$ cat src/rtl/assert_macros.svh
// Assertion macros shared by the RTL files of the queue block.
// Expects clk and rst_n in the scope of use; no other dependencies.
`ifndef ASSERT_MACROS_SVH
`define ASSERT_MACROS_SVH

`ifndef SYNTHESIS
// Same-cycle implication, checked outside reset
`define FQS_ASSERT_NOW(lbl, ante, cons, msg) \
  lbl: assert property (@(posedge clk) disable iff (!rst_n) (ante) |-> (cons)) else $error(msg);
// Next-cycle implication, checked outside reset
`define FQS_ASSERT_NEXT(lbl, ante, cons, msg) \
  lbl: assert property (@(posedge clk) disable iff (!rst_n) (ante) |=> (cons)) else $error(msg);
`else
`define FQS_ASSERT_NOW(lbl, ante, cons, msg)
`define FQS_ASSERT_NEXT(lbl, ante, cons, msg)
`endif

`endif

$ cat src/rtl/fqs_pkg.sv
// Shared types and codes for the FIFO queue with search.
// No dependencies; used by fqs_seq and the top level.
package fqs_pkg;

  localparam int DEPTH_DEF = 16;
  localparam int DATA_W    = 32;
  localparam int POS_W     = 4;

  // Operation codes
  localparam logic [1:0] MODE_ENQ  = 2'd0;
  localparam logic [1:0] MODE_DEQ  = 2'd1;
  localparam logic [1:0] MODE_SRCH = 2'd2;

  // Status codes
  localparam logic [1:0] STAT_OK       = 2'd0;
  localparam logic [1:0] STAT_EMPTY    = 2'd1;
  localparam logic [1:0] STAT_NOTFOUND = 2'd2;
  localparam logic [1:0] STAT_FULL     = 2'd3;

  typedef struct packed {
    logic        [1:0]        mode;
    logic signed [DATA_W-1:0] value;
  } fqs_in_t;

  typedef struct packed {
    logic        [1:0]        status;
    logic signed [DATA_W-1:0] data_out;
    logic        [POS_W-1:0]  position;
  } fqs_out_t;

endpackage

$ cat src/rtl/fqs_ram.sv
// Generic single-write, single-read RAM with registered read data.
// No dependencies.
module fqs_ram #(
  parameter int WIDTH = 32,
  parameter int DEPTH = 16
) (
  input  logic                                   clk,
  input  logic                                   we,
  input  logic [(DEPTH > 1 ? $clog2(DEPTH) : 1)-1:0] waddr,
  input  logic [WIDTH-1:0]                       wdata,
  input  logic                                   re,
  input  logic [(DEPTH > 1 ? $clog2(DEPTH) : 1)-1:0] raddr,
  output logic [WIDTH-1:0]                       rdata
);

  logic [WIDTH-1:0] mem [DEPTH];

  // Write port; read data holds when no read is issued
  always_ff @(posedge clk) begin
    if (we) begin
      mem[waddr] <= wdata;
    end
    if (re) begin
      rdata <= mem[raddr];
    end
  end

endmodule

$ cat src/rtl/fqs_seq.sv
// Queue sequencer: head/tail/count pointers, ring store and the shared
// read-and-compare unit. Depends on fqs_pkg and fqs_ram.
module fqs_seq #(
  parameter int DEPTH = fqs_pkg::DEPTH_DEF
) (
  input  logic             clk,
  input  logic             rst_n,
  input  logic             in_valid,
  input  fqs_pkg::fqs_in_t in_data,
  output logic             in_stall,
  output logic             res_valid,
  output fqs_pkg::fqs_out_t res_data,
  input  logic             res_ready
);

  localparam int AW = (DEPTH > 1) ? $clog2(DEPTH) : 1;
  localparam int CW = AW + 1;

  localparam logic [2:0] ST_IDLE = 3'd0;
  localparam logic [2:0] ST_EXEC = 3'd1;
  localparam logic [2:0] ST_DEQ  = 3'd2;
  localparam logic [2:0] ST_SRCH = 3'd3;
  localparam logic [2:0] ST_DONE = 3'd4;

  logic [2:0]                        state_r, state_nxt;
  logic [1:0]                        mode_r, mode_nxt;
  logic [fqs_pkg::DATA_W-1:0]        value_r, value_nxt;
  logic [AW-1:0]                     head_r, head_nxt;
  logic [AW-1:0]                     tail_r, tail_nxt;
  logic [CW-1:0]                     count_r, count_nxt;
  logic [AW-1:0]                     scan_idx_r, scan_idx_nxt;
  logic [AW-1:0]                     cmp_k_r, cmp_k_nxt;
  fqs_pkg::fqs_out_t                 res_r, res_nxt;

  logic                              ram_we;
  logic                              ram_re;
  logic [AW-1:0]                     ram_raddr;
  logic [fqs_pkg::DATA_W-1:0]        ram_rdata;
  logic                              q_full;
  logic                              q_empty;
  logic                              scan_last;

  function automatic logic [AW-1:0] wrap_next(input logic [AW-1:0] idx);
    wrap_next = (idx == AW'(DEPTH - 1)) ? '0 : idx + 1'b1;
  endfunction

  fqs_ram #(
    .WIDTH (fqs_pkg::DATA_W),
    .DEPTH (DEPTH)
  ) u_ram (
    .clk   (clk),
    .we    (ram_we),
    .waddr (tail_r),
    .wdata (value_r),
    .re    (ram_re),
    .raddr (ram_raddr),
    .rdata (ram_rdata)
  );

  assign q_full    = (count_r == CW'(DEPTH));
  assign q_empty   = (count_r == '0);
  // entry under compare is the last occupied one
  assign scan_last = ((CW'(cmp_k_r) + 1'b1) == count_r);

  assign in_stall  = (state_r != ST_IDLE);
  assign res_valid = (state_r == ST_DONE);
  assign res_data  = res_r;

  // Sequencer
  always_comb begin
    state_nxt    = state_r;
    mode_nxt     = mode_r;
    value_nxt    = value_r;
    head_nxt     = head_r;
    tail_nxt     = tail_r;
    count_nxt    = count_r;
    scan_idx_nxt = scan_idx_r;
    cmp_k_nxt    = cmp_k_r;
    res_nxt      = res_r;
    ram_we       = 1'b0;
    ram_re       = 1'b0;
    ram_raddr    = head_r;
    unique case (state_r)
      ST_IDLE: begin
        if (in_valid) begin
          mode_nxt  = in_data.mode;
          value_nxt = in_data.value;
          state_nxt = ST_EXEC;
        end
      end
      ST_EXEC: begin
        res_nxt        = '0;
        res_nxt.status = fqs_pkg::STAT_OK;
        state_nxt      = ST_DONE;
        unique case (mode_r)
          fqs_pkg::MODE_ENQ: begin
            if (q_full) begin
              res_nxt.status = fqs_pkg::STAT_FULL;
            end else begin
              ram_we    = 1'b1;
              tail_nxt  = wrap_next(tail_r);
              count_nxt = count_r + 1'b1;
            end
          end
          fqs_pkg::MODE_DEQ: begin
            if (q_empty) begin
              res_nxt.status = fqs_pkg::STAT_EMPTY;
            end else begin
              ram_re    = 1'b1;
              state_nxt = ST_DEQ;
            end
          end
          fqs_pkg::MODE_SRCH: begin
            if (q_empty) begin
              res_nxt.status = fqs_pkg::STAT_EMPTY;
            end else begin
              ram_re       = 1'b1;
              scan_idx_nxt = wrap_next(head_r);
              cmp_k_nxt    = '0;
              state_nxt    = ST_SRCH;
            end
          end
          default: begin
            // unused operation: no state change, all-zero result
          end
        endcase
      end
      ST_DEQ: begin
        res_nxt.data_out = ram_rdata;
        head_nxt         = wrap_next(head_r);
        count_nxt        = count_r - 1'b1;
        state_nxt        = ST_DONE;
      end
      ST_SRCH: begin
        // compare the entry read last cycle, fetch the next one
        priority if (ram_rdata == value_r) begin
          res_nxt.status   = fqs_pkg::STAT_OK;
          res_nxt.position = fqs_pkg::POS_W'(cmp_k_r);
          state_nxt        = ST_DONE;
        end else if (scan_last) begin
          res_nxt.status = fqs_pkg::STAT_NOTFOUND;
          state_nxt      = ST_DONE;
        end else begin
          ram_re       = 1'b1;
          ram_raddr    = scan_idx_r;
          scan_idx_nxt = wrap_next(scan_idx_r);
          cmp_k_nxt    = cmp_k_r + 1'b1;
        end
      end
      ST_DONE: begin
        if (res_ready) begin
          state_nxt = ST_IDLE;
        end
      end
      default: begin
        state_nxt = ST_IDLE;
      end
    endcase
  end

  // Control state
  always_ff @(posedge clk) begin
    if (!rst_n) begin
      state_r <= ST_IDLE;
      head_r  <= '0;
      tail_r  <= '0;
      count_r <= '0;
    end else begin
      state_r <= state_nxt;
      head_r  <= head_nxt;
      tail_r  <= tail_nxt;
      count_r <= count_nxt;
    end
  end

  // Request and scan payload
  always_ff @(posedge clk) begin
    mode_r     <= mode_nxt;
    value_r    <= value_nxt;
    scan_idx_r <= scan_idx_nxt;
    cmp_k_r    <= cmp_k_nxt;
    res_r      <= res_nxt;
  end

endmodule

$ cat src/rtl/fifo_queue_with_search_top.sv
// FIFO queue with search: top level with the result output register.
// Depends on fqs_pkg, fqs_seq (and through it fqs_ram) and assert_macros.svh.
//
// One transaction at a time is worked on. An enqueue passes through EXEC, a
// dequeue through EXEC and DEQ, and a search through EXEC and then SRCH for
// n compared entries, where n is the number of entries compared before a
// match or the end of the queue (at most DEPTH). Search speed is set by the
// single read port of the ring store: one stored entry is read and compared
// per cycle. A finished result sits in the output register, so the next input
// transaction can be taken while it waits; a result position beyond 15 is
// reported as its low four bits. No clearing pass follows reset.
`include "assert_macros.svh"

module fifo_queue_with_search_top #(
  parameter int DEPTH = fqs_pkg::DEPTH_DEF
) (
  input  logic              clk,
  input  logic              rst_n,
  input  logic              in_valid,
  input  fqs_pkg::fqs_in_t  in_data,
  output logic              in_stall,
  output logic              out_valid,
  output fqs_pkg::fqs_out_t out_data,
  input  logic              out_stall
);

  logic              res_valid;
  logic              res_ready;
  fqs_pkg::fqs_out_t res_data;
  logic              out_valid_r;
  fqs_pkg::fqs_out_t out_data_r;

  fqs_seq #(
    .DEPTH (DEPTH)
  ) u_seq (
    .clk       (clk),
    .rst_n     (rst_n),
    .in_valid  (in_valid),
    .in_data   (in_data),
    .in_stall  (in_stall),
    .res_valid (res_valid),
    .res_data  (res_data),
    .res_ready (res_ready)
  );

  // Output register: free when empty or being drained this cycle
  assign res_ready = !out_valid_r || !out_stall;

  always_ff @(posedge clk) begin
    if (!rst_n) begin
      out_valid_r <= 1'b0;
    end else if (res_ready) begin
      out_valid_r <= res_valid;
    end
  end

  always_ff @(posedge clk) begin
    if (res_valid && res_ready) begin
      out_data_r <= res_data;
    end
  end

  assign out_valid = out_valid_r;
  assign out_data  = out_data_r;

  // Checks
  `FQS_ASSERT_NEXT(a_busy_after_accept, in_valid && !in_stall, in_stall, "not busy after accept")
  `FQS_ASSERT_NOW(a_result_while_busy, res_valid, in_stall, "result with sequencer idle")
  `FQS_ASSERT_NEXT(a_result_loaded, res_valid && res_ready, out_valid, "result not registered")
  `FQS_ASSERT_NOW(a_data_only_ok, out_valid && (out_data.data_out != 0), out_data.status == fqs_pkg::STAT_OK, "data with bad status")

endmodule

$ cat config.mk
export PLATFORM = sky130hd
export DESIGN_NAME = fifo_queue_with_search_top
export DESIGN_NICKNAME = d
export VERILOG_FILES = /design/src/rtl/fqs_pkg.sv /design/src/rtl/fqs_ram.sv /design/src/rtl/fqs_seq.sv /design/src/rtl/fifo_queue_with_search_top.sv
export VERILOG_INCLUDE_DIRS = /design/src /design/src/rtl
export SDC_FILE = /design/constraint.sdc
export NUM_CORES = 1
export LEC_CHECK = 0
export BUFFER_PORTS_ARGS = -buffer_cell sky130_fd_sc_hd__buf_2
export CAP_MARGIN = 20
export CORE_UTILIZATION = 65
export DETAILED_ROUTE_END_ITERATION = 6
export PLACE_DENSITY = 0.83
export SYNTH_ARGS = -nofsm -noshare
export SYNTH_HDL_FRONTEND = slang
export SYNTH_SLANG_ARGS = --single-unit
$ cat constraint.sdc
create_clock -name clk -period 8 [get_ports clk]
set_input_delay 0.4 -clock clk [delete_from_list [all_inputs] [get_ports clk]]
set_output_delay 0.4 -clock clk [all_outputs]
set_load 0.01 [all_outputs]
# After elaboration in Yosys (flattened, before gate mapping)
# Memory sizes are Yosys's and may differ from the RTL's. A register that Yosys moved wholly into a read port is not among the register bits.
# Cells that the tools add are included.
[word_totals]
register_bits = 135
word_cells = 110
ram_bits = 512
n_memories = 1
[classes]
eq_ne = 22
n_bitwise = 1
add_sub_neg = 7
n_mux = 46
reduce_logical = 18
[mem_list]
columns = ["memory", "words", "word_bits", "read_ports", "rd_ports_with_merged_regs", "wr", "line", "rtl"]
rows = [
  ["u_seq.u_ram.mem", 16, 32, 1, 1, 1, "fqs_ram.sv:16", "logic [WIDTH-1:0] mem [DEPTH];"],
]
[ops]
columns = ["op", "count"]
rows = [
  ["$pmux W32 S2", 1],
  ["$mux W4", 15],
  ["$eq A32 B32 Y1", 1],
  ["$pmux W4 S2", 3],
  ["$mux W3", 6],
  ["$add A4 B1 Y4 const B", 4],
  ["$pmux W3 S5", 1],
  ["$ne A2 B2 Y1 const B", 7],
  ["$eq A4 B4 Y1 const B", 3],
  ["$mux W1", 10],
  ["$mux W5", 2],
  ["$pmux W5 S2", 1],
  ["$reduce_and A3 Y1", 3],
  ["$pmux W2 S2", 2],
  ["$eq A3 B2 Y1 const B", 2],
  ["$mux W2", 3],
  ["$pmux W3 S2", 1],
  ["$reduce_and A2 Y1", 3],
  ["$add A4 B1 Y5 const B", 1],
  ["$add A5 B1 Y5 const B", 1],
  ["$eq A5 B5 Y1", 1],
  ["$eq A5 B5 Y1 const B", 1],
  ["$logic_not A5 Y1", 1],
  ["$reduce_and A5 Y1", 1],
  ["other kinds (17)", 20],
]

# Longest topological paths before layout
# Gate-level depths: netlist (run 1).
[logic_depth]
depth_word = 6
depth_mapped = 12
depth_no_buf = 9

# Hierarchy
# A second synthesis (run 1) with hierarchy kept.
[unflattened]
cells_unflattened = 1237
hier_area_um2 = 25872.3
[by_module_without_submodules]
columns = ["mod", "cells_each", "seq_area_each_um2", "area_each_um2", "n_inst"]
rows = [
  ["fqs_ram", 838, 16335.7, 20155.6, 1],
  ["fqs_seq", 356, 2722.6, 4534.3, 1],
  ["fifo_queue_with_search_top", 43, 1161.1, 1182.4, 1],
]

# Worst setup path before layout (run 1)
# No wires, ideal clock.
[synth_path]
kind = "register to register"
startpoint = "register u_seq.state_r[2]"
endpoint = "memory u_seq.u_ram.mem[3][0] (enable)"
n_path_buf = 2
t_arrival_ps = 3678
path_stages_with_launch = 9
synth_period_minus_slack_ps = 4139
setup_slack_ps = 3861
required_time_ps = 7539
cell_sequence = "dfxtp_1 > clkbuf_1 > nand2b_1 > nor2_1 > nand2_1 > a21oi_1 > clkbuf_1 > nand2_1 > nor3_1"
[synth_between]
elab_chain_len = 4
[synth_lines]
columns = ["element", "line", "rtl"]
rows = [
  ["start, declared", "fqs_seq.sv:25", "logic [2:0] state_r, state_nxt;"],
  ["start signal, assigned", "fqs_seq.sv:169", "state_r <= state_nxt;"],
  ["$eq A3 B1 Y1", "fqs_seq.sv:83", "unique case (state_r)"],
  ["$mux W1", "fqs_seq.sv:83", ""],
  ["$mux W1", "fqs_ram.sv:20", "if (we) begin"],
  ["$mux W1 (not written as such)", "fqs_ram.sv:21", "mem[waddr] <= wdata;"],
  ["end, declared", "fqs_ram.sv:16", ""],
]
# No other way between the ends.

# Worst setup path in the final report (run 1)
[layout_path]
startpoint = "register u_seq.value_r[11] (netlist bit)"
endpoint = "register u_seq.u_ram.rdata[14] (read register of u_seq.u_ram.mem) (data pin)"
[layout_between]
elab_chain_len = 3
word_cells_on_any_way = 5
[layout_lines]
columns = ["element", "line", "rtl"]
rows = [
  ["start, declared", "fqs_seq.sv:27", "logic [fqs_pkg::DATA_W-1:0] value_r, value_nxt;"],
  ["start signal, assigned", "fqs_seq.sv:179", "value_r <= value_nxt;"],
  ["$eq A32 B32 Y1 *", "fqs_seq.sv:136", "priority if (ram_rdata == value_r) begin"],
  ["$mux W1 / $mux W4 (equally long branches)", "fqs_seq.sv:136", ""],
  ["$pmux W1 S2 / $mux W4 (equally long branches)", "fqs_seq.sv:83", ""],
  ["end, declared", "fqs_ram.sv:13", "output logic [WIDTH-1:0] rdata"],
]
# Every way passes the cells marked *; elsewhere a longest branch is shown, timed or not.
# A chain may end at the register's enable or synchronous reset.

==> results of run 1 <==
==> kinds of logic (layout without fill, tap and decap cells) <==
family / count (synthesis) / after routing / share of synthesized area, %
adders and majority gates: 15 / 15 / 0.753
AOI/OAI and AO/OA: 168 / 168 / 4.14
muxes: 267 / 267 / 10.3
xor gates and xnor gates: 47 / 47 / 1.59
and+or+nand+nor: 182 / 182 / 3.90
DFF: 679 / 679 / 78.0
other: 0 / 1 / 0
buffers and inverters: 81 / 270 / 1.31
==> stage by stage <==
stage	total power [mW]	cells	setup WS, ns
after CTS	7.33	2144	2.97
after detailed placement	4.32	1999	3.08
after floorplan	4.21	1439	3.86
after global routing	7.49	2146	2.79
final	7.32	2147	2.91
after global placement	4.30	1998	3.32
==> final cells by class <==
cell class              instances  area share, %
inverters                      13          0.165
repair buffers                140           3.29
clock inverters                36           1.18
clock buffers                  81           6.00
well taps                     518           2.19
diodes                          1        0.00847
flip-flops and latches        679           68.5
multi-input cells             679           18.7
==> cell usage after synthesis (all sizes together), types with 2 or more instances <==
master  count
nand4      10
mux2i     265
xor2        6
o31ai       3
edfxtp    662
a21boi      2
or4        33
nand2b      8
and2       45
clkbuf     36
ha         14
a221oi      2
nor3        6
nand2      35
nor2       29
inv        13
mux2        2
or3         2
o22ai     128
dfxtp      17
buf        32
xnor2      41
nor4        3
a21oi      11
a21o        5
nand3       3
nor2b       4
o21ai      11
==> how the worst min path moves through the flow <==
stage / cells past startpoint / slack [ns] / from / endpoint
after floorplan: 0 / 0.40 / u_seq.res_data[0] / out_data[0]
after global placement: 0 / 0.40 / u_seq.res_data[29] / out_data[29]
after detailed placement: 0 / 0.40 / u_seq.res_data[11] / out_data[11]
after CTS: 1 / 0.0009 / in_data[5] / u_seq.value_r[5]
after global routing: 1 / 0.001 / in_data[1] / u_seq.value_r[1]
final: 1 / 0.02 / in_data[1] / u_seq.value_r[1]
==> power by group <==
group | total (mW) | leakage (nW) | internal (mW) | switching (mW)
clock | 3.06 | 1.03 | 1.80 | 1.26
sequential | 4.09 | 6.13 | 4.01 | 0.0867
combinational | 0.163 | 4.26 | 0.0579 | 0.105
==> flip-flops by register name (all words and copies together), names as in the netlist <==
register	cells
u_seq.count_r	5
u_seq.value_r	32
out_valid	1
u_seq.mode_r	2
u_seq.cmp_k_r	4
u_seq.tail_r	4
u_seq.scan_idx_r	4
u_seq.res_data	38
u_seq.u_ram.rdata	32
u_seq.state_r	3
u_seq.head_r	4
out_data	38
u_seq.u_ram.mem	512
==> timing repair <==
item                       CTS  global route
setup endpoints to repair    0             0
hold endpoints to repair    28             2
hold buffers                28             2
==> worst max-delay path: cells and delay by family (launching register included) <==
family,cells,cell delay [ns]
AO/OA/AOI/OAI,2,0.42
AND/OR/NAND/NOR,3,1.53
buffers and inverters,1,0.68
flip-flops,1,0.62
XOR/XNOR,1,0.53
multiplexers,2,0.85
==> routing by layer <==
| metal | global-route usage, % | routed length [um] | up-vias |
|---|---|---|---|
| li1 | - | - | 5977 |
| met1 | 40.2 | 22700 | 7015 |
| met2 | 49.8 | 29900 | 829 |
| met3 | 5.44 | 5340 | 141 |
| met4 | 11.8 | 1910 | 0 |
| met5 | 0 | 0 | - |
==> results.toml, run 1 <==
[critical_path]
r2r-end = "u_seq.u_ram.rdata[14]"
arrival_ns = 5.40
critPathMaxStageDelay_ns = 0.79
cp_cell_sequence = "xnor2_1 -> nand4_1 -> nor4_1 -> a221oi_4 -> mux2i_4 -> buf_12 -> mux2i_1 -> o22ai_1 -> or4_1"
cp.required_ns = 8.31
critPathMaxFanout = 122
crit_type = "register to register"
rr_startpoint = "u_seq.value_r[11]"
reg2reg_depth = 9
rrSetupSlack_ns = 2.91
crit_path_end = "u_seq.u_ram.rdata[14]"
cpMaxStageDelayCell = "nor4_1"
crit_path_end_kind = "register"
start_kind = "register"
crit_start = "u_seq.value_r[11]"

[cts]
clk_pin_slew_ns = 0.06
cts_root_buffer = "clkbuf_16"
cts_setup_buffers = 0
tritoncts = "yes"
cts_buffers = 66
clk_latency_ns = 0.58
clock_path_buffers = 3
post_cts_resized = 0
htreeDepth = 3
clock-sinks = 679

[synthesis]
yosysSeqAreaShare_pct = 78.0
ys_async_sr_fraction_pct = 0
synth-main-ff-cell = "edfxtp_1"
syn-num-nets = 1492
synthDistinctLibCells = 43
ys_warn_count = 0
synth.area.top_cells = "edfxtp_1 (77%), mux2i_1 (10%), o22ai_1 (3.1%), xnor2_1 (1.4%), dfxtp_1 (1.3%)"
synth-seq-cells = 679
synth_area_sq_um = 25900
synth_top_area_cell = "edfxtp_1"
synth_cells = 1439
synth_top_area_share_pct = 76.7
synth_edf_count = 662
avgSynthCellArea_sq_um = 18.0

[final_layout]
post_route_cells_drive_above_1_share_pct = 13.7
utilization_pct = 75.7
final_common_cell = "edfxtp_1"
seq_area_sq_um = 20200
design_area_sq_um = 29500
final_cell_mix = "edfxtp_1 (662), mux2i_1 (264), o22ai_1 (128)"
area_growth_pct = 13.9
num-nets-final = 1632
multiInputGateArea_sq_um = 5530
nFillCells = 2143

[routing]
ant_nets = 0
vias_per_cell = 6.50
via_count = 13962
first_iter_violations = 1723
routed_wl_um = 59900
post_drt_wl_per_cell_um = 27.9
drc = 0
dr.pass1.iters = 5

[die]
initial_core_util_pct = 66.5
dieArea_sq_um = 40700
rows = 72
ioPinCount = 78
core_sq_um = 39000
die_h_um = 202
die_w_um = 202

[sta]
finalMaxSlewViolations = 0
period_minus_slack_ns = 5.09
fin_crit_sh_pct = 63.7
setup_viol = 0
rsz0062_at_grt = "no"
fin_hold_ws_ns = 0.0185
hold_viol = 0
worstMarginPinSlew_ns = 1.05
slew_headroom_pct = 29.8
fin_skew_ns = 0.0218
fin_tns_setup_ns = 0
clock.fmax_mhz = 196

[placement]
place_area_sq_um = 27100
gp_congestion = 0.827
dp_hpwl_um = 30600
port_buffers = 77

[global_route]
grt_pass1_wl_um = 88100
antenna_found_initial = 0
grt_use_total_pct = 30.1
grt_max_degree = 123
grt_pass1_vias = 14104
overflow = 0

[pwr]
powerDensity_nw_per_um2 = 248
p_leak_nw = 11.4
ir_worst_vdd_mv = 0.249

[outcome]
status = "complete, no violations"

[hold_path]
hold_class = "primary input to register"

[job]
cap_violations = 0
(Power assumes the default switching activity.)
==> inputs of run 2 (changes only) <==
--- a/config.mk
+++ b/config.mk
@@ -6,11 +6,12 @@
 export SDC_FILE = /design/constraint.sdc
 export NUM_CORES = 1
 export LEC_CHECK = 0
+export ABC_AREA = 1
 export BUFFER_PORTS_ARGS = -buffer_cell sky130_fd_sc_hd__buf_2
 export CAP_MARGIN = 20
-export CORE_UTILIZATION = 65
+export CORE_UTILIZATION = 62
 export DETAILED_ROUTE_END_ITERATION = 6
-export PLACE_DENSITY = 0.83
+export PLACE_DENSITY = 0.79
 export SYNTH_ARGS = -nofsm -noshare
 export SYNTH_HDL_FRONTEND = slang
 export SYNTH_SLANG_ARGS = --single-unit
==> constraint.sdc (replaced) <==
create_clock -name clk -period 4.7 [get_ports clk]
set_input_delay 0.235 -clock clk [delete_from_list [all_inputs] [get_ports clk]]
set_output_delay 0.235 -clock clk [all_outputs]
set_load 0.01 [all_outputs]
==> results.toml, run 2 <==
[sta]
finalMaxSlewViolations = 0
fin_skew_ns = 0.0384
worstMarginPinSlew_ns = 1.06
fin_crit_sh_pct = 84.2
slew_headroom_pct = 29.1
clock.fmax_mhz = 253
hold_viol = 0
period_minus_slack_ns = 3.96
fin_tns_setup_ns = 0
setup_viol = 0
rsz0062_at_grt = "no"

[synthesis]
synth_cells = 2593
synth_common_cells = "edfxtp_1 (662), nand3_1 (525), inv_1 (500), nand2_1 (475), nand3b_1 (96)"
yosysSeqAreaShare_pct = 69.7
synthDistinctLibCells = 35
syn-num-nets = 2646
avgSynthCellArea_sq_um = 11.2
synth-main-ff-cell = "edfxtp_1"
synth-seq-cells = 679
synth_edf_count = 662
synth.area.top_cells = "edfxtp_1 (69%), nand3_1 (9.1%), inv_1 (6.5%), nand2_1 (6.1%), nand3b_1 (2.5%)"
synth_top_area_share_pct = 68.5
synth_top_area_cell = "edfxtp_1"
post-synth-top-count-cell = "edfxtp_1"
ys_async_sr_fraction_pct = 0
synth_area_sq_um = 29000
ys_warn_count = 0

[routing]
via_count = 19732
ant_nets = 0
first_iter_violations = 2707
dr.pass1.iters = 6
vias_per_cell = 5.88
drc = 0
routed_wl_um = 73200
post_drt_wl_per_cell_um = 21.8

[pwr]
power.switching_mw = 2.71
combPwrFrac_pct = 3.6
pwr-share-seq_pct = 54.7
pwr-share-clk_pct = 41.7
fin_total_pwr_mw = 12.7
swShare_pct = 21.3
powerDensity_nw_per_um2 = 388
p_leak_nw = 13.4
p_int_mw = 10.0
ir_worst_vdd_mv = 0.263

[cts]
cts_root_buffer = "clkbuf_16"
tritoncts = "yes"
cts_setup_buffers = 0
htreeDepth = 3
post_cts_resized = 0
clk_latency_ns = 0.62
clock-sinks = 679
clock_path_buffers = 3
cts_buffers = 67
clk_pin_slew_ns = 0.06

[final_layout]
instances_no_fill = 3355
final_common_cell = "edfxtp_1"
area_growth_pct = 13.1
nFillCells = 2916
antennaDiodeCount = 0
post_route_cells_drive_above_1_share_pct = 9.47
num-nets-final = 2754
largest_register_ffs = 512
top_register = "u_seq.u_ram.mem"
final_cell_mix = "edfxtp_1 (662), nand3_1 (525), inv_1 (500)"

[die]
initial_core_util_pct = 63.4
dieArea_sq_um = 47600
die_w_um = 218
ioPinCount = 78
core_sq_um = 45800
rows = 78
die_h_um = 218

[critical_path]
start_kind = "register"
cp.required_ns = 5.03
arrival_ns = 4.29
crit_path_end_kind = "register"
crit_type = "register to register"
critPathMaxFanout = 64

[global_route]
grt_pass1_wl_um = 111000
grt_max_degree = 129
overflow = 0
grt_pass1_vias = 19467
antenna_found_initial = 0
grt_use_total_pct = 31.4

[placement]
gp_congestion = 0.848
place_inst = 3195
dp_hpwl_um = 37000
port_buffers = 77

[job]
cap_violations = 0

[outcome]
status = "complete, no violations"

[hold_path]
hold_class = "primary input to register"
## run 2: power groups by stage
stage               clock network, mW  registers, mW  logic [mW]
floorplan                           0           7.04       0.251
global placement                    0           7.07       0.413
detailed placement                  0           7.08       0.428
CTS                              5.32           6.95       0.456
global route                     5.54           6.96       0.502
finish                           5.30           6.95       0.464
## run 2: cell families after synthesis
group / after synthesis / synth area share, %
AND/OR/NAND/NOR: 1194 / 19.2
flip-flops: 679 / 69.7
buffers and inverters: 627 / 8.59
AO/OA/AOI/OAI: 47 / 0.872
XOR/XNOR: 31 / 0.936
adder cells (fa/ha/maj): 15 / 0.673
## run 2: cell type report
type	count	area (sq um)	share of cell area [%]
sequential	679	20200	61.7
multi-input combinational	1287	6490	19.8
inverter	504	1890	5.77
clock buffer	88	1830	5.58
timing repair buffer	162	1260	3.85
tap	600	751	2.29
clock inverter	35	340	1.04
## run 2: repair_timing
item	in CTS	in global routing
endpoints found under the hold margin	37	0
setup endpoints to repair	0	0
hold buffers	36	0
## run 2: critical path, stage by stage (launching register included)
cell and delay [ns]:
edfxtp_1 0.73, xnor2_1 0.18, nand2_1 0.14, nor2_1 0.12, nand2_1 0.05, nor2_1 0.37, nand2_1 0.29, nand3_2 0.35
nand2_1 0.16, o21ai_4 0.10, buf_4 0.78, nand3_1 0.19, nand3_1 0.12, nand2_1 0.07
## run 2: layer usage
| metal | vias up | routed length, um | track usage, % |
|---|---|---|---|
| met5 | - | 0 | 0 |
| li1 | 8829 | - | - |
| met3 | 260 | 8300 | 5.72 |
| met4 | 0 | 3500 | 16.4 |
| met1 | 9307 | 26300 | 39.5 |
| met2 | 1336 | 35100 | 52.2 |
## run 2: through the flow
stage | hold slack [ns] | utilization [%] | area (sq um) | setup WS (ns)
2_1_floorplan | 0.334 | - | 29000 | 1.11
3_3_place_gp | 0.402 | 66.1 | 30200 | 0.948
3_5_place_dp | 0.405 | 66.1 | 30200 | 0.831
4_1_cts | 0.0669 | 71.6 | 32800 | 0.819
5_1_grt | 0.175 | 71.6 | 32800 | 0.514
6_report | 0.0952 | 71.6 | 32800 | 0.744
## run 2: final timing paths
kind | start | end | slack (ns) | depth (start not counted)
worst max-delay path | u_seq.value_r[29] | u_seq.u_ram.rdata[24] | 0.74 | 13
worst min-delay path | in_valid | u_seq.state_r[0] | 0.1 | 5
worst max register to register | u_seq.value_r[29] | u_seq.u_ram.rdata[24] | 0.74 | 13
worst min register to register | u_seq.res_data[24] | out_data[24] | 0.42 | 0
